### src/design/bawt_pkg.sv
// Shared types, codes and address-map constants for the bus access decoder.
`default_nettype none

package bawt_pkg;

	// Bus command codes; the fourth code is ignored
	typedef enum logic [1:0] {
		CMD_READ  = 2'd0,
		CMD_WRITE = 2'd1,
		CMD_IDLE  = 2'd2,
		CMD_NOP   = 2'd3
	} cmd_t;

	// Access size codes
	localparam logic [1:0] SIZE_BYTE = 2'd0;
	localparam logic [1:0] SIZE_HALF = 2'd1;
	localparam logic [1:0] SIZE_WORD = 2'd2;

	// Routing targets
	typedef enum logic [3:0] {
		TGT_NONE      = 4'd0,
		TGT_BOOT_ROM  = 4'd1,
		TGT_EXT_RAM   = 4'd2,
		TGT_INT_RAM   = 4'd3,
		TGT_IO_REG    = 4'd4,
		TGT_IO_MIRROR = 4'd5,
		TGT_IO_UNMAP  = 4'd6,
		TGT_PALETTE   = 4'd7,
		TGT_VRAM      = 4'd8,
		TGT_OAM       = 4'd9,
		TGT_CART      = 4'd10
	} tgt_t;

	// Map slots selected by address bits 26:24 outside cartridge space
	localparam logic [2:0] MAP_BOOT_LO = 3'd0;
	localparam logic [2:0] MAP_BOOT_HI = 3'd1;
	localparam logic [2:0] MAP_EXT_RAM = 3'd2;
	localparam logic [2:0] MAP_INT_RAM = 3'd3;
	localparam logic [2:0] MAP_IO      = 3'd4;
	localparam logic [2:0] MAP_PALETTE = 3'd5;
	localparam logic [2:0] MAP_VRAM    = 3'd6;
	localparam logic [2:0] MAP_OAM     = 3'd7;

	// Configuration register indexes
	localparam logic [2:0] IDX_NWAIT0 = 3'd0;
	localparam logic [2:0] IDX_NWAIT1 = 3'd1;
	localparam logic [2:0] IDX_NWAIT2 = 3'd2;
	localparam logic [2:0] IDX_NWAIT3 = 3'd3;
	localparam logic [2:0] IDX_SWAIT0 = 3'd4;
	localparam logic [2:0] IDX_SWAIT1 = 3'd5;
	localparam logic [2:0] IDX_SWAIT2 = 3'd6;
	localparam logic [2:0] IDX_SWAIT3 = 3'd7;

	localparam int CART_BIT = 27;
	localparam logic [3:0] NWAIT_RESET = 4'd5;
	localparam logic [3:0] SWAIT_RESET = 4'd3;

	// Address masks and match values
	localparam logic [31:0] SEQ_BOUND_MASK = 32'h0001_fffe;
	localparam logic [31:0] EXT_RAM_MASK   = 32'h0003_ffff;
	localparam logic [31:0] INT_RAM_MASK   = 32'h0000_7fff;
	localparam logic [31:0] IO_PAGE_MASK   = 32'hffff_fc00;
	localparam logic [31:0] IO_PAGE_BASE   = 32'h0400_0000;
	localparam logic [31:0] IO_MIR_MASK    = 32'hff00_ffff;
	localparam logic [31:0] IO_MIR_BASE    = 32'h0400_0800;
	localparam logic [31:0] IO_IDX_MASK    = 32'h0000_03ff;

	// Fixed costs outside cartridge space
	localparam logic [4:0] COST_EXT_RAM      = 5'd3;
	localparam logic [4:0] COST_EXT_RAM_WORD = 5'd6;
	localparam logic [4:0] COST_VIDEO        = 5'd1;
	localparam logic [4:0] COST_VIDEO_WORD   = 5'd2;
	localparam logic [4:0] COST_DEFAULT      = 5'd1;

endpackage

`default_nettype wire

### src/design/bawt_decode.sv
// Address decoder: routes a bus access to a target and forms the target address.
`default_nettype none

module bawt_decode import bawt_pkg::*; (
	input  wire cmd_t        cmd,
	input  wire logic [31:0] addr,
	output tgt_t             tgt,
	output logic [31:0]      taddr
);

	// Target select from the address map
	always_comb begin
		tgt   = TGT_NONE;
		taddr = '0;
		if (cmd == CMD_READ || cmd == CMD_WRITE) begin
			if (addr[CART_BIT]) begin
				tgt   = TGT_CART;
				taddr = addr;
			end else begin
				unique case (addr[26:24])
					MAP_BOOT_LO, MAP_BOOT_HI: begin
						// writes to boot rom are dropped
						if (cmd == CMD_READ) begin
							tgt   = TGT_BOOT_ROM;
							taddr = addr;
						end
					end
					MAP_EXT_RAM: begin
						tgt   = TGT_EXT_RAM;
						taddr = addr & EXT_RAM_MASK;
					end
					MAP_INT_RAM: begin
						tgt   = TGT_INT_RAM;
						taddr = addr & INT_RAM_MASK;
					end
					MAP_IO: begin
						if ((addr & IO_PAGE_MASK) == IO_PAGE_BASE) begin
							tgt   = TGT_IO_REG;
							taddr = addr & IO_IDX_MASK;
						end else if ((addr & IO_MIR_MASK) == IO_MIR_BASE) begin
							tgt   = TGT_IO_MIRROR;
							taddr = IO_MIR_BASE | {30'd0, addr[1:0]};
						end else begin
							tgt   = TGT_IO_UNMAP;
							taddr = addr;
						end
					end
					MAP_PALETTE: begin
						tgt   = TGT_PALETTE;
						taddr = addr;
					end
					MAP_VRAM: begin
						tgt   = TGT_VRAM;
						taddr = addr;
					end
					default: begin
						tgt   = TGT_OAM;
						taddr = addr;
					end
				endcase
			end
		end
	end

endmodule

`default_nettype wire

### src/design/bawt_timing.sv
// Wait-state timing: region N/S registers, idle flag and per-access cost.
`default_nettype none

module bawt_timing import bawt_pkg::*; (
	input  wire              clk,
	input  wire              arst_n,
	input  wire              cfg_we,
	input  wire logic [2:0]  cfg_index,
	input  wire logic [3:0]  cfg_data,
	input  wire              adv,
	input  wire cmd_t        cmd,
	input  wire logic [31:0] addr,
	input  wire logic [1:0]  size,
	input  wire              hint,
	output logic [4:0]       wait_cycles,
	output logic             idle_flag
);

	logic [3:0] nwait_q [4];
	logic [3:0] swait_q [4];
	logic       idle_flag_q;
	logic [3:0] n_sel;
	logic [3:0] s_sel;
	logic       word;
	logic       seq;

	// Wait-state register writes
	always_ff @(posedge clk or negedge arst_n) begin
		if (!arst_n) begin
			for (int i = 0; i < 4; i++) begin
				nwait_q[i] <= NWAIT_RESET;
				swait_q[i] <= SWAIT_RESET;
			end
		end else if (cfg_we) begin
			unique case (cfg_index)
				IDX_NWAIT0: nwait_q[0] <= cfg_data;
				IDX_NWAIT1: nwait_q[1] <= cfg_data;
				IDX_NWAIT2: nwait_q[2] <= cfg_data;
				IDX_NWAIT3: nwait_q[3] <= cfg_data;
				IDX_SWAIT0: swait_q[0] <= cfg_data;
				IDX_SWAIT1: swait_q[1] <= cfg_data;
				IDX_SWAIT2: swait_q[2] <= cfg_data;
				default:    swait_q[3] <= cfg_data;
			endcase
		end
	end

	// Idle in cartridge space sets the flag; any read or write clears it
	always_ff @(posedge clk or negedge arst_n) begin
		if (!arst_n) begin
			idle_flag_q <= 1'b0;
		end else if (adv) begin
			if (cmd == CMD_IDLE) begin
				if (addr[CART_BIT])
					idle_flag_q <= 1'b1;
			end else if (cmd == CMD_READ || cmd == CMD_WRITE) begin
				idle_flag_q <= 1'b0;
			end
		end
	end

	assign idle_flag = idle_flag_q;
	assign n_sel = nwait_q[addr[26:25]];
	assign s_sel = swait_q[addr[26:25]];
	assign word  = (size == SIZE_WORD);
	assign seq   = hint && ((addr & SEQ_BOUND_MASK) != '0) && !idle_flag_q;

	// Access cost; flag is sampled before this beat updates it
	always_comb begin
		wait_cycles = '0;
		if (cmd == CMD_READ || cmd == CMD_WRITE) begin
			if (addr[CART_BIT]) begin
				if (seq)
					wait_cycles = word ? {s_sel, 1'b0} : {1'b0, s_sel};
				else
					wait_cycles = word ? ({1'b0, n_sel} + {1'b0, s_sel}) : {1'b0, n_sel};
			end else begin
				case (addr[26:24])
					MAP_EXT_RAM:           wait_cycles = word ? COST_EXT_RAM_WORD : COST_EXT_RAM;
					MAP_PALETTE, MAP_VRAM: wait_cycles = word ? COST_VIDEO_WORD : COST_VIDEO;
					default:               wait_cycles = COST_DEFAULT;
				endcase
			end
		end
	end

endmodule

`default_nettype wire

### src/design/bus_access_decode_and_wait_timing.sv
// Top level of the bus access decoder with wait-state timing.
`default_nettype none

// Each accepted input beat is one bus event (read, write or idle) and gives
// exactly one result beat: the wait-cycle count, the target and the address
// handed to that target. One beat is accepted every cycle while the output
// side is not stalled; in the input register, decode and the N/S wait lookup
// run, and the result is then captured in the output register. The idle flag
// is read and updated as a beat leaves the input register, so beats are timed
// strictly in arrival order. The user must write wait-state registers over the
// cfg port only while no beat is in flight; the block does not enforce this.

module bus_access_decode_and_wait_timing import bawt_pkg::*; (
	input  wire         clk,
	input  wire         arst_n,
	input  wire         cfg_we,
	input  wire  [2:0]  cfg_index,
	input  wire  [3:0]  cfg_data,
	input  wire         s_tvalid,
	output logic        s_tready,
	input  wire  [39:0] s_tdata,   // [31:0] address, [33:32] access_size, [34] sequential_hint
	input  wire  [1:0]  s_tuser,   // [1:0] command
	output logic        m_tvalid,
	input  wire         m_tready,
	output logic [39:0] m_tdata,   // [4:0] wait_cycles, [36:5] target_address
	output logic [3:0]  m_tuser    // [3:0] target
);

	logic        valid_s1;
	cmd_t        cmd_s1;
	logic [31:0] addr_s1;
	logic [1:0]  size_s1;
	logic        hint_s1;
	logic        valid_s2;
	logic [4:0]  wait_s2;
	tgt_t        tgt_s2;
	logic [31:0] taddr_s2;
	logic        adv_s1;
	logic        s2_free;
	logic [4:0]  wait_c;
	tgt_t        tgt_c;
	logic [31:0] taddr_c;
	logic        idle_flag;

	assign s2_free  = !valid_s2 || m_tready;
	assign adv_s1   = valid_s1 && s2_free;
	assign s_tready = !valid_s1 || s2_free;

	// Input register
	always_ff @(posedge clk or negedge arst_n) begin
		if (!arst_n)
			valid_s1 <= 1'b0;
		else if (s_tready)
			valid_s1 <= s_tvalid;
	end

	always_ff @(posedge clk) begin
		if (s_tvalid && s_tready) begin
			cmd_s1  <= cmd_t'(s_tuser);
			addr_s1 <= s_tdata[31:0];
			size_s1 <= s_tdata[33:32];
			hint_s1 <= s_tdata[34];
		end
	end

	bawt_decode u_decode (
		.cmd   (cmd_s1),
		.addr  (addr_s1),
		.tgt   (tgt_c),
		.taddr (taddr_c)
	);

	bawt_timing u_timing (
		.clk         (clk),
		.arst_n      (arst_n),
		.cfg_we      (cfg_we),
		.cfg_index   (cfg_index),
		.cfg_data    (cfg_data),
		.adv         (adv_s1),
		.cmd         (cmd_s1),
		.addr        (addr_s1),
		.size        (size_s1),
		.hint        (hint_s1),
		.wait_cycles (wait_c),
		.idle_flag   (idle_flag)
	);

	// Result register
	always_ff @(posedge clk or negedge arst_n) begin
		if (!arst_n)
			valid_s2 <= 1'b0;
		else if (s2_free)
			valid_s2 <= valid_s1;
	end

	always_ff @(posedge clk) begin
		if (adv_s1) begin
			wait_s2  <= wait_c;
			tgt_s2   <= tgt_c;
			taddr_s2 <= taddr_c;
		end
	end

	assign m_tvalid = valid_s2;
	assign m_tdata  = {3'd0, taddr_s2, wait_s2};
	assign m_tuser  = tgt_s2;

`ifndef SYNTHESIS
	// Cartridge idle beat leaving the input register must set the flag
	a_idle_sets_flag: assert property (@(posedge clk) disable iff (!arst_n)
		adv_s1 && cmd_s1 == CMD_IDLE && addr_s1[CART_BIT] |=> idle_flag)
		else $error("idle flag not set after cartridge idle");

	// A read or write leaving the input register clears the flag
	a_access_clears_flag: assert property (@(posedge clk) disable iff (!arst_n)
		adv_s1 && (cmd_s1 == CMD_READ || cmd_s1 == CMD_WRITE) |=> !idle_flag)
		else $error("idle flag not cleared by access");

	// A held input beat is not overwritten
	a_s1_hold: assert property (@(posedge clk) disable iff (!arst_n)
		valid_s1 && !adv_s1 |=> valid_s1 && $stable(addr_s1) && $stable(cmd_s1))
		else $error("input register lost a stalled beat");

	// Wait count stays within the largest cartridge cost
	a_wait_range: assert property (@(posedge clk) disable iff (!arst_n)
		m_tvalid |-> m_tdata[4:0] <= 5'd30)
		else $error("wait count out of range");
`endif

endmodule

`default_nettype wire
### config.mk
export PLATFORM = sky130hd
export DESIGN_NAME = bus_access_decode_and_wait_timing
export DESIGN_NICKNAME = d
export VERILOG_FILES = /design/src/design/bawt_pkg.sv /design/src/design/bawt_decode.sv /design/src/design/bawt_timing.sv /design/src/design/bus_access_decode_and_wait_timing.sv
export SDC_FILE = /design/constraint.sdc
export NUM_CORES = 1
export LEC_CHECK = 0
export ABC_AREA = 1
export ABC_CLOCK_PERIOD_IN_PS = 3050
export BUFFER_PORTS_ARGS = -buffer_cell sky130_fd_sc_hd__buf_2
export CAP_MARGIN = 20
export CORE_ASPECT_RATIO = 1.2
export CORE_MARGIN = 3
export CORE_UTILIZATION = 40
export DETAILED_ROUTE_END_ITERATION = 10
export GPL_TIMING_DRIVEN = 0
export PLACE_DENSITY = 0.59
export SETUP_SLACK_MARGIN = 0.2
export SKIP_LAST_GASP = 1
export SLEW_MARGIN = 40
export SYNTH_ARGS = -nofsm -noshare
export SYNTH_HDL_FRONTEND = slang
export SYNTH_SLANG_ARGS = --single-unit
### constraint.sdc
create_clock -name clk -period 3.05 [get_ports clk]
set_input_delay 0.4575 -clock clk [delete_from_list [all_inputs] [get_ports clk]]
set_output_delay 0.4575 -clock clk [all_outputs]
set_load 0.05 [all_outputs]
==> results of run 1 <==
[worst max-delay path by stage]
| stage | end | slack, ps |
|---|---|---|
| floorplan | addr_s1[0] | 650 |
| global placement | taddr_s2[14] | 300 |
| detailed placement | wait_s2[2] | 470 |
| CTS | wait_s2[2] | 460 |
| global route | wait_s2[2] | 260 |
| finish | wait_s2[2] | 460 |
[state kept, by name, summed over array words and instances (netlist names)]
signal and cells:
u_timing.nwait_q 16, hint_s1 1, taddr_s2 32, cmd_s1 2
addr_s1 32, m_tvalid 1, m_tuser 4, valid_s1 1
u_timing.swait_q 16, size_s1 2, u_timing.idle_flag 1, wait_s2 5
[per-stage QoR]
step	worst slack (ps)	utilization, %
2_1_floorplan	650	-
3_3_place_gp	302	47.0
3_5_place_dp	466	47.5
4_1_cts	456	51.9
5_1_grt	257	51.9
6_report	462	51.9
[power groups by stage]
stage / Clock (W) / Combinational (W) / Sequential [W]
global placement: 0 / 0.000780 / 0.00201
finish: 0.00180 / 0.000812 / 0.00198
global route: 0.00193 / 0.000906 / 0.00200
CTS: 0.00185 / 0.000821 / 0.00198
detailed placement: 0 / 0.000818 / 0.00201
floorplan: 0 / 0.000379 / 0.00221
[kinds of logic (layout without fill, tap and decap cells)]
family	after synthesis	after routing	synth area share, %
buf+inv	66	192	6.09
other cells	1	3	0.0735
fa+ha+maj	5	5	1.37
flops	113	113	63.5
compound gates	55	55	5.67
simple gates	275	275	23.3
[area by class of cell]
type                            count  area [sq um]  area share [%]
Buffer                             12          95.1            1.49
Clock buffer                       23           448            7.03
Clock inverter                      9          90.1            1.41
Inverter                           54           215            3.38
Multi-Input combinational cell    338          1570            24.6
Sequential cell                   113          3240            50.8
Tap cell                          161           201            3.16
Timing Repair Buffer               94           515            8.09
[Yosys cell counts]
master    count
inv_8         1
nand2_1     155
o21ai_0      31
o21bai_1      1
nand4_1       3
inv_1        47
a211oi_1      1
nand3_1      34
conb_1        1
nor3_1        2
buf_4         4
a31oi_1       1
inv_2         3
a22oi_1       1
inv_6         1
nand3_2       2
buf_2         2
a21oi_1      18
buf_6         3
o211ai_1      1
ha_1          4
and3_1        1
nor3_2        1
a21o_1        1
nor2_4        6
clkbuf_1      2
edfxtp_1     78
nor2_1       63
clkbuf_8      1
nor2_2        6
fa_1          1
dfstp_2      16
dfrtp_1      19
nand2_4       1
clkinv_1      2
nand3_4       1
[per-layer routing]
metal  vias up  track usage [%]  routed length, um
li1       1916                -                  -
met1      1721             20.0               4740
met2       101             29.7               5890
met3        10             4.43                579
met4         0             8.17                112
met5         -                0                  0
==> results_dict.tcl, run 1 <==
set metrics [dict create \
    ys_seq_area_share_pct 63.5 \
    worst_pin_slew_ps 507 \
    die_x_um 109 \
    synth_seq_cells 113 \
    report.power.total_w 0.00460 \
    dpl.hpwl_um 8300 \
    worst_setup_path_end_kind "flop" \
    critical_path_class "reg -> reg" \
    layout_commonest_cell "nand2_1" \
    combPwrFrac_pct 17.7 \
    path_clk_slew_ps 50 \
    drt_iter0_markers 201 \
    yosys-top-cells-area "edfxtp_1 (46%), nand2_1 (11%), dfrtp_1 (9.3%), dfstp_2 (8.2%), nor2_1 (4.6%)" \
    whs_ps 4.09 \
    die_h_um 130 \
    netlist.area_leader.share_pct 45.9 \
    overflow 0 \
    clkPwrFrac_pct 39.3 \
    relSlewSlack_pct 66.0 \
    r2r_cells 12 \
    vias_per_cell 4.66 \
    peakVddDrop_mv 0.403 \
    wl_um 11300 \
    drt-wirelength-per-cell_um 14.1 \
    worstPathMaxFanout 8 \
    final_cell_mix "nand2_1 (155), buf_2 (92), edfxtp_1 (78)" \
    grt_max_degree 36 \
    cp_cell_sequence "buf_6 > nand2_1 > inv_1 > nand2_1 > nand4_1 > ha_1 > fa_1 > o21ai_0 > a21o_1 > nand3_1 > nand3_1 > nand2_1" \
    rsz0062_at_grt "no" \
    cap_violations 0 \
    cp.required_ps 3210 \
    htreeDepth 4 \
    finalCritPeriodShare_pct 84.9 \
    start_util_pct 41.5 \
    ff2ff_setup_slack_ps 460 \
    status "complete, no violations" \
    num_rows 44 \
    cp.buffers_inverters 2 \
    syn2layout_area_growth_pct 25.0 \
    fin_nets 689 \
    grt_usage_pct 17.2 \
    tns_ps 0 \
    dpl_cell_area_sq_mm 0.00583 \
    switching_share_pct 28.0 \
    synth_cells 515 \
    synth_cell_types 36 \
    place_inst 772 \
    grt_pass1_wl_um 18300 \
    power_frac_seq_pct 43.1 \
    finClkSkew_ps 11.6 \
    crit_top_cell "nand2_1" \
    hold_class "in -> async" \
    antennaDiodeCount 0 \
    cts_root_buffer "clkbuf_16" \
    stdcell_count 804 \
    max_stage_delay_ps 470 \
    core_area_sq_mm 0.0123 \
    finalMaxSlewViolations 0 \
    clock-sinks 113 \
    yosys_warnings 0 \
    avgSynthCellArea_sq_um 9.90 \
    synthesis.area_sq_mm 0.00510 \
    cp.depth 12 \
    cts_tree "done" \
    yosysTopAreaCell "edfxtp_1" \
    leakage_nw 2.86 \
    p_int_w 0.00331 \
    drc 0 \
    die-area_sq_mm 0.0141 \
    startpoint_type "flop" \
    hold_buffers 0 \
    cts_buffers 17 \
    critPathSlowestCell "fa_1" \
    cts_resized 0 \
    place.gp.congestion 0.879 \
    post-cts-setup-buffers 0 \
    fin_crit_ps 2590 \
    switchingPower_w 0.00129 \
    cp-startpoint "addr_s1[26]" \
    r2r-end "wait_s2[2]" \
    cts_buffer_depth 2 \
    fin_area_sq_mm 0.00637 \
    clk_latency_ps 410 \
    antenna_found_initial 0 \
    reg2reg_from "addr_s1[26]" \
    vias 3748 \
    grt_pass1_vias 3744 \
    ant_nets 0 \
    worst_path_dominant_cell_family "adder cells" \
    cp.arrival_ps 2750 \
    cellPowerDensity_mw_per_mm2 721 \
    boundaryPins 100 \
    drt_pass1_iterations 5 \
    drive_gt1_share_pct 25.8 \
    final_hold_viol_count 0 \
    setup_viol 0 \
    buffer_ports.inserted 91 \
    clock.fmax_ghz 0.386 \
    fillers 1115 \
]
No activity file was read; power rests on OpenSTA's default activity.
==> inputs of run 2 (changes only) <==
- ABC_CLOCK_PERIOD_IN_PS: 3050 -> 2510
- PLACE_DENSITY: 0.59 -> 0.57
- clock period: 3.05 -> 2.51 ns (I/O delays scaled with it)
==> run 2 against run 1 <==
  * Critical path depth is 1 lower
  * Count of clock-buffer cells in the layout is 3 higher
  * Largest power group unchanged
  * Clock skew decreased by 3.7 ps
  * Power rose by 21%
  * Core utilization is 1.2 points higher
  * Sequential power up 22%
  * Die area is the same
==> results_dict.tcl, run 2 (synthesis gave the netlist of run 1 again) <==
set metrics [dict create \
    setup_viol 0 \
    buffer_ports.inserted 91 \
    fin_util_pct 53.1 \
    layout_commonest_cell "nand2_1" \
    cap_violations 0 \
    final_hold_viol_count 0 \
    start_util_pct 41.5 \
    cp.required_ps 2670 \
    clock.fmax_ghz 0.446 \
    stdcell_count 817 \
    hold_class "in -> reg" \
    antennaDiodeCount 0 \
    reg2reg_from "addr_s1[25]" \
    top_layer "met4" \
    cts_buffer_depth 2 \
    cellPowerDensity_mw_per_mm2 853 \
    worst_pin_slew_ps 495 \
    drt-wirelength-per-cell_um 14.3 \
    finalMaxSlewViolations 0 \
    leakage_nw 2.93 \
    top_regs "addr_s1 (32), taddr_s2 (32)" \
    drc 0 \
    r2r-end "wait_s2[2]" \
    cts_root_buffer "clkbuf_16" \
    path_clk_slew_ps 50 \
    grt_pass1_vias 3706 \
    wl_met2_um 5930 \
    cp.arrival_ps 2410 \
    peakVddDrop_mv 0.415 \
    finClkSkew_ps 7.91 \
    setup_slack_ps 266 \
    vias 3910 \
    num_rows 44 \
    critical_path_class "reg -> reg" \
    clk_latency_ps 410 \
    final_cell_mix "nand2_1 (153), buf_2 (92), edfxtp_1 (78)" \
    die_h_um 130 \
    grt_usage_pct 17.4 \
    antenna_found_initial 0 \
    place_inst 771 \
    fin_nets 702 \
    whs_ps 147 \
    grt_pass1_wl_um 18400 \
    vias_per_cell 4.79 \
    relSlewSlack_pct 66.8 \
    rsz0062_at_grt "yes" \
    worst_setup_path_end_kind "flop" \
    cp-startpoint "addr_s1[25]" \
    worstPathMaxFanout 10 \
    cts_tree "done" \
    wl_met1_um 4760 \
    finalCritPeriodShare_pct 89.4 \
    cts_buffers 17 \
    overflow 0 \
    die_x_um 109 \
    dr_wl_met3_um 694 \
    drt_pass1_iterations 5 \
    ff2ff_setup_slack_ps 270 \
    multiInputGateArea_sq_mm 0.00161 \
    grt_max_degree 38 \
    boundaryPins 100 \
    startpoint_type "flop" \
    area.sequential_sq_mm 0.00324 \
    place.gp.congestion 0.834 \
    min_delay_path_depth 1 \
    r2r_cells 11 \
    tns_ps 0 \
    drt_iter0_markers 225 \
    hp-start "s_tdata[5]" \
    htreeDepth 4 \
    drive_gt1_share_pct 29.1 \
    dpl.hpwl_um 8460 \
    die-area_sq_mm 0.0141 \
    status "complete, no violations" \
    ant_nets 0 \
    place_ws_ps -74.4 \
    clock-sinks 113 \
    core_area_sq_mm 0.0123 \
    wl_um 11700 \
    fin_crit_ps 2240 \
    whs_endpoint "addr_s1[5]" \
    fillers 1136 \
    syn2layout_area_growth_pct 28.0 \
]
-- run 2: cell count changes in the layout (fill, tap and decap cells not counted), moves of 2 or more --
cell       change
buf_4         +11
buf_8          +3
bufinv_16      -2
clkbuf_8       +3
clkinv_1       -4
clkinv_2       +3
ha_1           -2
nand2_1        -2
-- run 2: worst max-delay path by stage --
stage                        to  slack [ps]  depth (start not counted)
floorplan            m_tuser[0]         230                          1
global placement    taddr_s2[8]        -230                          3
detailed placement   wait_s2[2]         -70                         12
CTS                  wait_s2[2]         200                         11
global route         wait_s2[2]         160                         13
finish               wait_s2[2]         270                         11
-- run 2: layout make-up --
cell class                 count  share of cell area, %
tap                          161                   3.09
multi-input combinational    338                   24.7
clock inverter                 6                  0.460
inverter                      54                   3.36
clock buffer                  26                   7.65
sequential                   113                   49.6
timing repair buffer         107                   9.43
buffer                        12                   1.65
-- run 2: per-stage QoR --
step	area, sq um	total power, W
after floorplan	5120	0.00314
after global placement	5780	0.00339
after detailed placement	5810	0.00343
after CTS	6400	0.00557
after global routing	6530	0.00584
final	6530	0.00556
-- run 2: where the power goes --
group	leakage (nW)	internal, W	switching (W)
combinational	1.50	0.000325	0.000724
sequential	1.16	0.00230	0.000109
clock	0.268	0.00135	0.000757
-- run 2: metal layers --
| layer | track usage, % | vias up |
|---|---|---|
| met2 | 30.0 | 112 |
| met5 | 0 | - |
| met4 | 8.84 | 0 |
| met3 | 4.53 | 18 |
| met1 | 19.9 | 1839 |
| li1 | - | 1941 |
-- run 2: what timing repair did --
item,CTS,global route
buffers inserted,5,7
resized for setup,8,6
endpoints found under the setup margin,3,4
hold buffers,0,1
pin swaps,2,8
cloned,0,0
hold endpoints to repair,0,19
-- run 2: worst max-delay path, stage by stage (launching register included) --
cell and delay [ps]:
edfxtp_1 380, buf_6 160, buf_6 150, nand3_1 80, nand4_1 160, ha_2 250, fa_2 360, o21ai_2 140
a21o_1 110, nand3_1 80, nand3_1 80, nand2_1 50
